### src/rtl/htfd_pkg.sv
// Shared types, status codes, constants and the CRC-8 step for the
// humidity/temperature frame decoder. No dependencies.

package htfd_pkg;

    localparam int FRAME_BYTES = 7;
    localparam int POS_W       = 3;
    localparam logic [POS_W-1:0] LAST_POS = POS_W'(FRAME_BYTES - 1);

    localparam logic [7:0] CRC_POLY = 8'h31;
    localparam logic [7:0] CRC_INIT = 8'hFF;

    localparam logic [9:0]  SCALE_MUL   = 10'd625;
    localparam logic [18:0] TEMP_OFFSET = 19'd50000;

    localparam int RAW_W  = 20;
    localparam int PROD_W = 30;
    localparam int TEMP_W = 19;
    localparam int HUM_W  = 17;

    localparam logic [1:0] STAT_OK   = 2'd0;
    localparam logic [1:0] STAT_BUSY = 2'd1;
    localparam logic [1:0] STAT_CRC  = 2'd2;

    localparam logic [POS_W-1:0] POS_STATUS = 3'd0;
    localparam logic [POS_W-1:0] POS_HUM_HI = 3'd1;
    localparam logic [POS_W-1:0] POS_HUM_MD = 3'd2;
    localparam logic [POS_W-1:0] POS_SPLIT  = 3'd3;
    localparam logic [POS_W-1:0] POS_TMP_MD = 3'd4;
    localparam logic [POS_W-1:0] POS_TMP_LO = 3'd5;

    typedef struct packed {
        logic accept;
        logic mul_en;
        logic load_en;
    } ctrl_cmd_t;

    typedef struct packed {
        logic last_byte;
        logic out_free;
    } dp_stat_t;

    function automatic logic [7:0] crc8_byte(input logic [7:0] crc, input logic [7:0] b);
        logic [7:0] c;
        c = crc ^ b;
        for (int i = 0; i < 8; i++) begin
            if (c[7])
                c = {c[6:0], 1'b0} ^ CRC_POLY;
            else
                c = {c[6:0], 1'b0};
        end
        return c;
    endfunction

endpackage

### src/rtl/htfd_ctrl.sv
// Controller for the frame decoder: sequences byte intake, scaling and
// result load. Depends on htfd_pkg.

module htfd_ctrl (
    input  logic               clk,
    input  logic               rst_n,
    input  logic               s_tvalid,
    output logic               s_tready,
    input  htfd_pkg::dp_stat_t stat,
    output htfd_pkg::ctrl_cmd_t cmd
);
    import htfd_pkg::*;

    localparam logic [1:0] ST_IDLE = 2'd0;
    localparam logic [1:0] ST_MUL  = 2'd1;
    localparam logic [1:0] ST_LOAD = 2'd2;

    logic [1:0] state_reg;
    logic [1:0] state_next;

    assign s_tready    = (state_reg == ST_IDLE);
    assign cmd.accept  = s_tvalid && s_tready;
    assign cmd.mul_en  = (state_reg == ST_MUL);
    assign cmd.load_en = (state_reg == ST_LOAD) && stat.out_free;

    always_comb
    begin
        state_next = state_reg;
        unique case (state_reg)
            ST_IDLE:
            begin
                if (cmd.accept && stat.last_byte)
                    state_next = ST_MUL;
            end
            ST_MUL:
            begin
                state_next = ST_LOAD;
            end
            ST_LOAD:
            begin
                if (stat.out_free)
                    state_next = ST_IDLE;
            end
            default:
            begin
                state_next = ST_IDLE;
            end
        endcase
    end

    always_ff @(posedge clk or negedge rst_n)
    begin
        if (!rst_n)
            state_reg <= ST_IDLE;
        else
            state_reg <= state_next;
    end

endmodule

### src/rtl/htfd_datapath.sv
// Datapath for the frame decoder: byte position, CRC-8, raw field unpack,
// scaling, last good readings and the result register. Depends on htfd_pkg.

module htfd_datapath (
    input  logic                clk,
    input  logic                rst_n,
    input  htfd_pkg::ctrl_cmd_t cmd,
    output htfd_pkg::dp_stat_t  stat,
    input  logic [7:0]          rx_byte,
    input  logic                first_byte,
    output logic                out_valid,
    input  logic                out_ready,
    output logic [1:0]          out_status,
    output logic signed [18:0]  out_temp,
    output logic [16:0]         out_hum
);
    import htfd_pkg::*;

    logic [POS_W-1:0]  pos_reg;
    logic [7:0]        crc_reg;
    logic              busy_reg;
    logic [RAW_W-1:0]  hum_raw_reg;
    logic [RAW_W-1:0]  tmp_raw_reg;
    logic [1:0]        frame_stat_reg;
    logic [PROD_W-1:0] tmp_prod_reg;
    logic [PROD_W-1:0] hum_prod_reg;
    logic signed [TEMP_W-1:0] stored_temp_reg;
    logic [HUM_W-1:0]  stored_hum_reg;
    logic              out_valid_reg;
    logic [1:0]        out_status_reg;
    logic signed [TEMP_W-1:0] out_temp_reg;
    logic [HUM_W-1:0]  out_hum_reg;

    logic [POS_W-1:0]  pos_eff;
    logic [7:0]        crc_start;
    logic [7:0]        crc_new;
    logic              last_byte;
    logic              busy_next;
    logic [RAW_W-1:0]  hum_raw_next;
    logic [RAW_W-1:0]  tmp_raw_next;
    logic [14:0]       tmp_q;
    logic [13:0]       hum_q;
    logic [17:0]       tmp_x10;
    logic [HUM_W-1:0]  hum_x10;
    logic signed [TEMP_W-1:0] tmp_milli;

    assign pos_eff   = first_byte ? POS_STATUS : pos_reg;
    assign crc_start = first_byte ? CRC_INIT : crc_reg;
    assign crc_new   = crc8_byte(crc_start, rx_byte);
    assign last_byte = (pos_eff >= LAST_POS);

    assign stat.last_byte = last_byte;
    assign stat.out_free  = !out_valid_reg || out_ready;

    always_comb
    begin
        busy_next    = busy_reg;
        hum_raw_next = hum_raw_reg;
        tmp_raw_next = tmp_raw_reg;
        unique case (pos_eff)
            POS_STATUS: busy_next = rx_byte[7];
            POS_HUM_HI: hum_raw_next = {rx_byte, 12'd0};
            POS_HUM_MD: hum_raw_next = {hum_raw_reg[19:12], rx_byte, 4'd0};
            POS_SPLIT:
            begin
                hum_raw_next = {hum_raw_reg[19:4], rx_byte[7:4]};
                tmp_raw_next = {rx_byte[3:0], 16'd0};
            end
            POS_TMP_MD: tmp_raw_next = {tmp_raw_reg[19:16], rx_byte, 8'd0};
            POS_TMP_LO: tmp_raw_next = {tmp_raw_reg[19:8], rx_byte};
            default:    busy_next = busy_reg;
        endcase
    end

    always_ff @(posedge clk or negedge rst_n)
    begin
        if (!rst_n)
        begin
            pos_reg        <= '0;
            crc_reg        <= CRC_INIT;
            busy_reg       <= 1'b0;
            hum_raw_reg    <= '0;
            tmp_raw_reg    <= '0;
            frame_stat_reg <= STAT_OK;
        end
        else if (cmd.accept)
        begin
            busy_reg    <= busy_next;
            hum_raw_reg <= hum_raw_next;
            tmp_raw_reg <= tmp_raw_next;
            if (last_byte)
            begin
                pos_reg <= '0;
                crc_reg <= CRC_INIT;
                priority if (busy_next)
                    frame_stat_reg <= STAT_BUSY;
                else if (crc_new != 8'd0)
                    frame_stat_reg <= STAT_CRC;
                else
                    frame_stat_reg <= STAT_OK;
            end
            else
            begin
                pos_reg <= pos_eff + POS_W'(1);
                crc_reg <= crc_new;
            end
        end
    end

    always_ff @(posedge clk)
    begin
        if (cmd.mul_en)
        begin
            tmp_prod_reg <= PROD_W'(tmp_raw_reg) * PROD_W'(SCALE_MUL);
            hum_prod_reg <= PROD_W'(hum_raw_reg) * PROD_W'(SCALE_MUL);
        end
    end

    assign tmp_q     = tmp_prod_reg[29:15];
    assign hum_q     = hum_prod_reg[29:16];
    assign tmp_x10   = {tmp_q, 3'd0} + {2'd0, tmp_q, 1'b0};
    assign hum_x10   = {hum_q, 3'd0} + {2'd0, hum_q, 1'b0};
    assign tmp_milli = $signed({1'b0, tmp_x10}) - $signed(TEMP_OFFSET);

    always_ff @(posedge clk or negedge rst_n)
    begin
        if (!rst_n)
        begin
            stored_temp_reg <= '0;
            stored_hum_reg  <= '0;
            out_valid_reg   <= 1'b0;
            out_status_reg  <= STAT_OK;
            out_temp_reg    <= '0;
            out_hum_reg     <= '0;
        end
        else if (cmd.load_en)
        begin
            out_valid_reg  <= 1'b1;
            out_status_reg <= frame_stat_reg;
            if (frame_stat_reg == STAT_OK)
            begin
                stored_temp_reg <= tmp_milli;
                stored_hum_reg  <= hum_x10;
                out_temp_reg    <= tmp_milli;
                out_hum_reg     <= hum_x10;
            end
            else
            begin
                out_temp_reg <= stored_temp_reg;
                out_hum_reg  <= stored_hum_reg;
            end
        end
        else if (out_ready)
        begin
            out_valid_reg <= 1'b0;
        end
    end

    assign out_valid  = out_valid_reg;
    assign out_status = out_status_reg;
    assign out_temp   = out_temp_reg;
    assign out_hum    = out_hum_reg;

endmodule

### src/rtl/humidity_temp_frame_decoder_unit.sv
// Top level of the humidity/temperature frame decoder.
// Depends on htfd_pkg, htfd_ctrl and htfd_datapath.
//
// Channel | Dir | Beat contents
// s_*     | in  | one frame byte; tdata = rx_byte, tuser = first_byte
// m_*     | out | one result per frame; tuser = status, tdata = temp, humidity
//
// A byte that does not end a frame is only taken in. The final byte passes
// through intake, the ST_MUL state in the 20x10 scaling multipliers and the
// ST_LOAD state that scales and loads the result register; the load waits
// while the prior result is unread. Reset is asynchronous, active low, and
// leaves the decoder at frame start. s_tready drops in the ST_MUL and ST_LOAD
// states after a frame's last byte, and stays low while the load waits.

module humidity_temp_frame_decoder_unit (
    input  logic        clk,
    input  logic        rst_n,
    input  logic        s_tvalid,
    output logic        s_tready,
    input  logic [7:0]  s_tdata,   // [7:0] rx_byte
    input  logic        s_tuser,   // [0] first_byte
    output logic        m_tvalid,
    input  logic        m_tready,
    output logic [39:0] m_tdata,   // [18:0] temperature_milli_c, [35:19] humidity_milli_pct
    output logic [1:0]  m_tuser    // [1:0] status
);
    import htfd_pkg::*;

    ctrl_cmd_t cmd;
    dp_stat_t  stat;

    logic signed [TEMP_W-1:0] out_temp;
    logic [HUM_W-1:0]         out_hum;

    htfd_ctrl u_ctrl (
        .clk      (clk),
        .rst_n    (rst_n),
        .s_tvalid (s_tvalid),
        .s_tready (s_tready),
        .stat     (stat),
        .cmd      (cmd)
    );

    htfd_datapath u_dp (
        .clk        (clk),
        .rst_n      (rst_n),
        .cmd        (cmd),
        .stat       (stat),
        .rx_byte    (s_tdata),
        .first_byte (s_tuser),
        .out_valid  (m_tvalid),
        .out_ready  (m_tready),
        .out_status (m_tuser),
        .out_temp   (out_temp),
        .out_hum    (out_hum)
    );

    assign m_tdata = {4'd0, out_hum, out_temp};

endmodule
### config.mk
export PLATFORM = sky130hd
export DESIGN_NAME = humidity_temp_frame_decoder_unit
export DESIGN_NICKNAME = d
export VERILOG_FILES = /design/src/rtl/htfd_pkg.sv /design/src/rtl/htfd_ctrl.sv /design/src/rtl/htfd_datapath.sv /design/src/rtl/humidity_temp_frame_decoder_unit.sv
export SDC_FILE = /design/constraint.sdc
export NUM_CORES = 1
export LEC_CHECK = 0
export ABC_AREA = 1
export CAP_MARGIN = 10
export CORE_ASPECT_RATIO = 0.6
export CORE_MARGIN = 3
export CORE_UTILIZATION = 35
export CTS_CLUSTER_SIZE = 28
export DETAILED_ROUTE_END_ITERATION = 10
export DONT_BUFFER_PORTS = 1
export GPL_TIMING_DRIVEN = 0
export PLACE_DENSITY = 0.5
export SETUP_SLACK_MARGIN = 0.02
export SLEW_MARGIN = 25
export SYNTH_ARGS = -nofsm -noshare
export SYNTH_HDL_FRONTEND = slang
export SYNTH_SLANG_ARGS = --single-unit
### constraint.sdc
create_clock -name clk -period 4.4 [get_ports clk]
set_input_delay 0.22 -clock clk [delete_from_list [all_inputs] [get_ports clk]]
set_output_delay 0.22 -clock clk [all_outputs]
set_load 0.005 [all_outputs]
# Word-level counts from Yosys, hierarchy flattened

Index checks and enable logic that the tools add are counted.

Logic and storage cells: 92
Input port bits: 13
Output and inout bits: 44
Bits in registers: 155

Muxes and demuxes: 23
Add/subtract/negate cells: 4
Magnitude comparators: 1
Reduce and logical (&&, ||, !) cells: 23
Eq/ne operators: 9
Bitwise operators: 13
Multipliers: 2

Operator list:

| cell                   | count |
|---|---|
| $pmux 20 s3            | 2 |
| $mul 20x10->30 const B | 2 |
| $mux 6                 | 8 |
| $not 3->3              | 8 |
| $mux 19                | 1 |
| $sub 18x16->19 const B | 1 |
| $add 18x16->18         | 1 |
| $add 17x15->17         | 1 |
| $mux 8                 | 2 |
| $reduce_and 2->1       | 5 |
| $mux 2                 | 4 |
| $reduce_and 4->1       | 2 |
| $reduce_bool 8->1      | 1 |
| $xor 8x8->8            | 1 |
| $eq 3x2->1 const B     | 2 |
| $eq 3x3->1 const B     | 2 |
| $mux 3                 | 2 |
| $pmux 2 s3             | 1 |
| $reduce_and 3->1       | 2 |
| $reduce_bool 2->1      | 3 |
| $reduce_bool 3->1      | 2 |
| $logic_not 2->1        | 2 |
| $not 1->1              | 4 |
| $add 3x1->3 const B    | 1 |
| 11 further kinds       | 15 |

# Longest topological paths before layout

Depth after elaboration: 21
Mapped depth: 21
Mapped depth without buffers: 21

# By module

From an unflattened synthesis, not the netlist that was laid out.

Cells, all modules: 1,601
Area, all modules: 12,993.7 µm²

Modules (own cells, without submodules):

| module                           | seq. area each (µm²) | times used | area an instance (µm²) | cells each |
|---|---|---|---|---|
| htfd_datapath                    | 3,158.0              | 1          | 12,848.6               | 1,581 |
| htfd_ctrl                        | 50.0                 | 1          | 111.4                  | 15 |
| humidity_temp_frame_decoder_unit | 0.0                  | 1          | 33.8                   | 5 |

# Worst setup path after synthesis

No wires, ideal clock.

Kind: reg2reg
Start: reg u_dp.hum_raw_reg[8]
End: reg u_dp.hum_prod_reg[22] (data pin)
Slack: 0.116 ns
Clock period less this slack: 4.284 ns
Cell stages (with the launch flop): 17
Data required time: 4.141 ns
Data arrival time: 4.025 ns
Buffers on the path: 0
Library setup time: 0.259 ns
Cell sequence: dfrtp_1 -> inv_1 -> fa_1 -> inv_1 -> ha_1 -> fa_1 -> ha_1 -> inv_1 -> fa_1 -> inv_1 -> ha_1 -> nand2_1 -> nor4_1 -> a21oi_1 -> o21ai_0 -> a21oi_1 -> xnor2_1

Cells in the longest elaborated chain, start to end: 1

RTL lines:

| what                     | line                 | source |
|---|---|---|
| start: declaration       | htfd_datapath.sv:22  | `logic [RAW_W-1:0] hum_raw_reg;` |
| start signal: assignment | htfd_datapath.sv:89  | `hum_raw_reg <= hum_raw_next;` |
| $mul 20x10->30           | htfd_datapath.sv:115 | `hum_prod_reg <= PROD_W'(hum_raw_reg) * PROD_W'(SCALE_MUL);` |
| end signal: assignment   | htfd_datapath.sv:115 |  |
| end: declaration         | htfd_datapath.sv:26  | `logic [PROD_W-1:0] hum_prod_reg;` |

No other way between the ends.
A chain may end at the register's enable or synchronous reset.

# Worst setup path in the final report

Start: reg u_dp.hum_raw_reg[9]
End: reg u_dp.hum_prod_reg[22] (data pin)

Same word-level chain as after synthesis.

==> results.yml <==
timing:
  period_needed_ns: 4.32
  fmax_mhz: 232
  relSlewSlack: 0.434
  fin_crit_sh: 0.981
  skew_ns: 0.0115
  finalHoldViolCount: 0
  fin_ws_ns: 0.0847
  grt_setup_unrepaired: "yes"
  setup_viol: 0
  worst_pin_slew_ns: 0.839
  fin_setup_tns_ns: 0
  maxSlewViolCount: 0
synth:
  yosysMostFrequentCell: "inv_1"
  netlist_top_cells_area: "ha_1 (19%), dfrtp_1 (17%), fa_1 (15%)"
  async_reset_ff_frac: 0.762
  yosysSeqAreaShare: 0.251
  synth_cell_types: 47
  netlist_area_um2: 12800
  yosys.area.top_type: "ha_1"
  avgSynthCellArea_um2: 8.32
  postSynthCellCount: 1535
  synth_top_area_frac: 0.187
  yosys_warnings: 0
  synth-seq-cells: 122
  synth_edf_count: 29
  synth_top_cells_by_count: "inv_1 (341), nand2_1 (269), ha_1 (191), fa_1 (94), dfrtp_1 (85)"
  ys.flop_type: "dfrtp_1"
die:
  initial_core_util: 0.360
  die_y_um: 154
  die_x_um: 253
  io_pins: 57
  num_rows: 53
  core-area_um2: 35500
  die-area_um2: 38900
grt:
  grt.overflow.total: 0
  grt_pass1_vias: 9408
  grt_max_degree: 94
  antenna_found_initial: 0
  grt_pass1_wl_mm: 51.0
  grtUsageTotal: 0.167
routing:
  drc: 0
  vias_per_cell: 4.73
  wl_mm: 32.3
  wl_per_cell_um: 15.3
  drtPass1Iterations: 4
  drtIter0Drc: 578
  vias: 9959
  ant_nets: 0
layout:
  fin_nets: 1923
  fin_area_um2: 15500
  syn2layout_area_growth_pct: 21.5
  register_area_um2: 3220
  finish.utilization: 0.437
  multi_input_area_um2: 9080
  drive_above_1_share: 0.187
  diodes: 0
  num-fill-cells: 3477
cts:
  clock-sinks: 122
  numCtsBuffers: 17
  cts_tree: "done"
  root_buffer: "clkbuf_16"
  clk_path_buf_depth: 2
  clk_pin_slew_ns: 0.06
  htreeDepth: 4
  insertion_delay_ns: 0.44
status:
  status: "complete, no violations"
critical_path:
  start_kind: "register"
  arrival_ns: 4.49
  endpoint_kind: "register"
  r2r_slack_ns: 0.08
  r2r_cells: 17
  critPathMaxFanout: 4
  r2r-start: "u_dp.hum_raw_reg[9]$_DFFE_PN0P_"
  required_ns: 4.58
  worstReg2RegEnd: "u_dp.hum_prod_reg[22]$_DFFE_PN_"
  criticalPathCategory: "reg2reg"
placement:
  placed_area_um2: 13400
  gp_congestion: 0.827
  portBuffers: 0
  hpwl_mm: 25.7
  place_ws_ns: -0.567
hold_path:
  min_from: "s_tdata[0]"
  whs_endpoint: "u_dp.tmp_raw_reg[16]$_DFFE_PN0P_"
  hp-class: "in2reg"
  hold_depth: 2
flow_run:
  cap_violations: 0
==> repair_timing <==
| item | CTS | global route |
|---|---|---|
| buffers inserted | 21 | 33 |
| hold buffers | 11 | 0 |
| setup endpoints to repair | 29 | 28 |
| resized for setup | 70 | 157 |
| hold endpoints to repair | 109 | 0 |
| pin swaps | 4 | 82 |
==> layer usage <==
layer / up-vias / track usage / part of all wire
li1: 5084 / - / -
met1: 4693 / 0.284 / 0.58
met2: 160 / 0.206 / 0.37
met3: 22 / 0.0360 / 0.049
met4: 0 / 0.0354 / 0.0093
met5: - / 0 / 0
==> layout by cell type, fill, tap and decap left out, types with 34 or more instances in the layout <==
master	instances
xor2_1	34
ha_1	159
o21ai_0	69
nor2_1	73
buf_4	60
a21oi_1	58
fa_1	93
dfrtp_1	72
nand2_1	245
nand3_1	70
inv_1	303
==> logic make-up after synthesis <==
logic type | count (synthesis) | synth area share
AOI/OAI and AO/OA | 223 | 0.0962
xor gates and xnor gates | 59 | 0.0434
adders and majority gates | 285 | 0.335
buffers and inverters | 364 | 0.110
DFF | 122 | 0.251
other | 1 | 0.000294
and+or+nand+nor | 481 | 0.164
==> metrics by stage <==
step / std cells / hold WS (ns)
2_1_floorplan: 1540 / -0.0756
3_3_place_gp: 2007 / -0.0734
3_5_place_dp: 2008 / -0.0734
4_1_cts: 2072 / 0.0132
5_1_grt: 2105 / 0.0275
6_report: 2105 / 0.0284
==> worst max-delay path, stage by stage (launching register included) <==
cell	delay, ns
dfrtp_1	0.42
inv_4	0.07
fa_1	0.50
inv_1	0.04
ha_1	0.28
fa_1	0.47
ha_1	0.30
inv_1	0.05
fa_1	0.49
inv_1	0.07
ha_4	0.30
nand2_2	0.09
nor4_4	0.33
buf_4	0.18
a21oi_4	0.06
o21ai_2	0.20
a21oi_2	0.08
xnor2_1	0.12
==> area by class of cell <==
type | instances | share of cell area
clock inverters | 15 | 0.0132
flip-flops and latches | 122 | 0.208
repair buffers | 66 | 0.0367
inverters | 343 | 0.0843
well taps | 467 | 0.0377
clock buffers | 17 | 0.0274
multi-input cells | 1054 | 0.585
plain buffers | 21 | 0.00774
==> how the worst max path moves through the flow <==
stage / start / to / slack (ns) / depth (start not counted)
floorplan: u_dp.hum_raw_reg[8]$_DFFE_PN0P_ / u_dp.hum_prod_reg[22]$_DFFE_PN_ / 0.12 / 16
global placement: u_dp.tmp_raw_reg[11]$_DFFE_PN0P_ / u_dp.tmp_prod_reg[29]$_DFFE_PN_ / -0.55 / 19
detailed placement: u_dp.tmp_raw_reg[11]$_DFFE_PN0P_ / u_dp.tmp_prod_reg[29]$_DFFE_PN_ / -0.57 / 19
CTS: u_dp.hum_raw_reg[11]$_DFFE_PN0P_ / u_dp.hum_prod_reg[28]$_DFFE_PN_ / 0.02 / 17
global route: u_dp.hum_raw_reg[10]$_DFFE_PN0P_ / u_dp.hum_prod_reg[21]$_DFFE_PN_ / -0.06 / 18
finish: u_dp.hum_raw_reg[9]$_DFFE_PN0P_ / u_dp.hum_prod_reg[22]$_DFFE_PN_ / 0.08 / 17
Power is not shown: default switching activity piles up to over one toggle a cycle in this logic, so the estimate is an artifact.
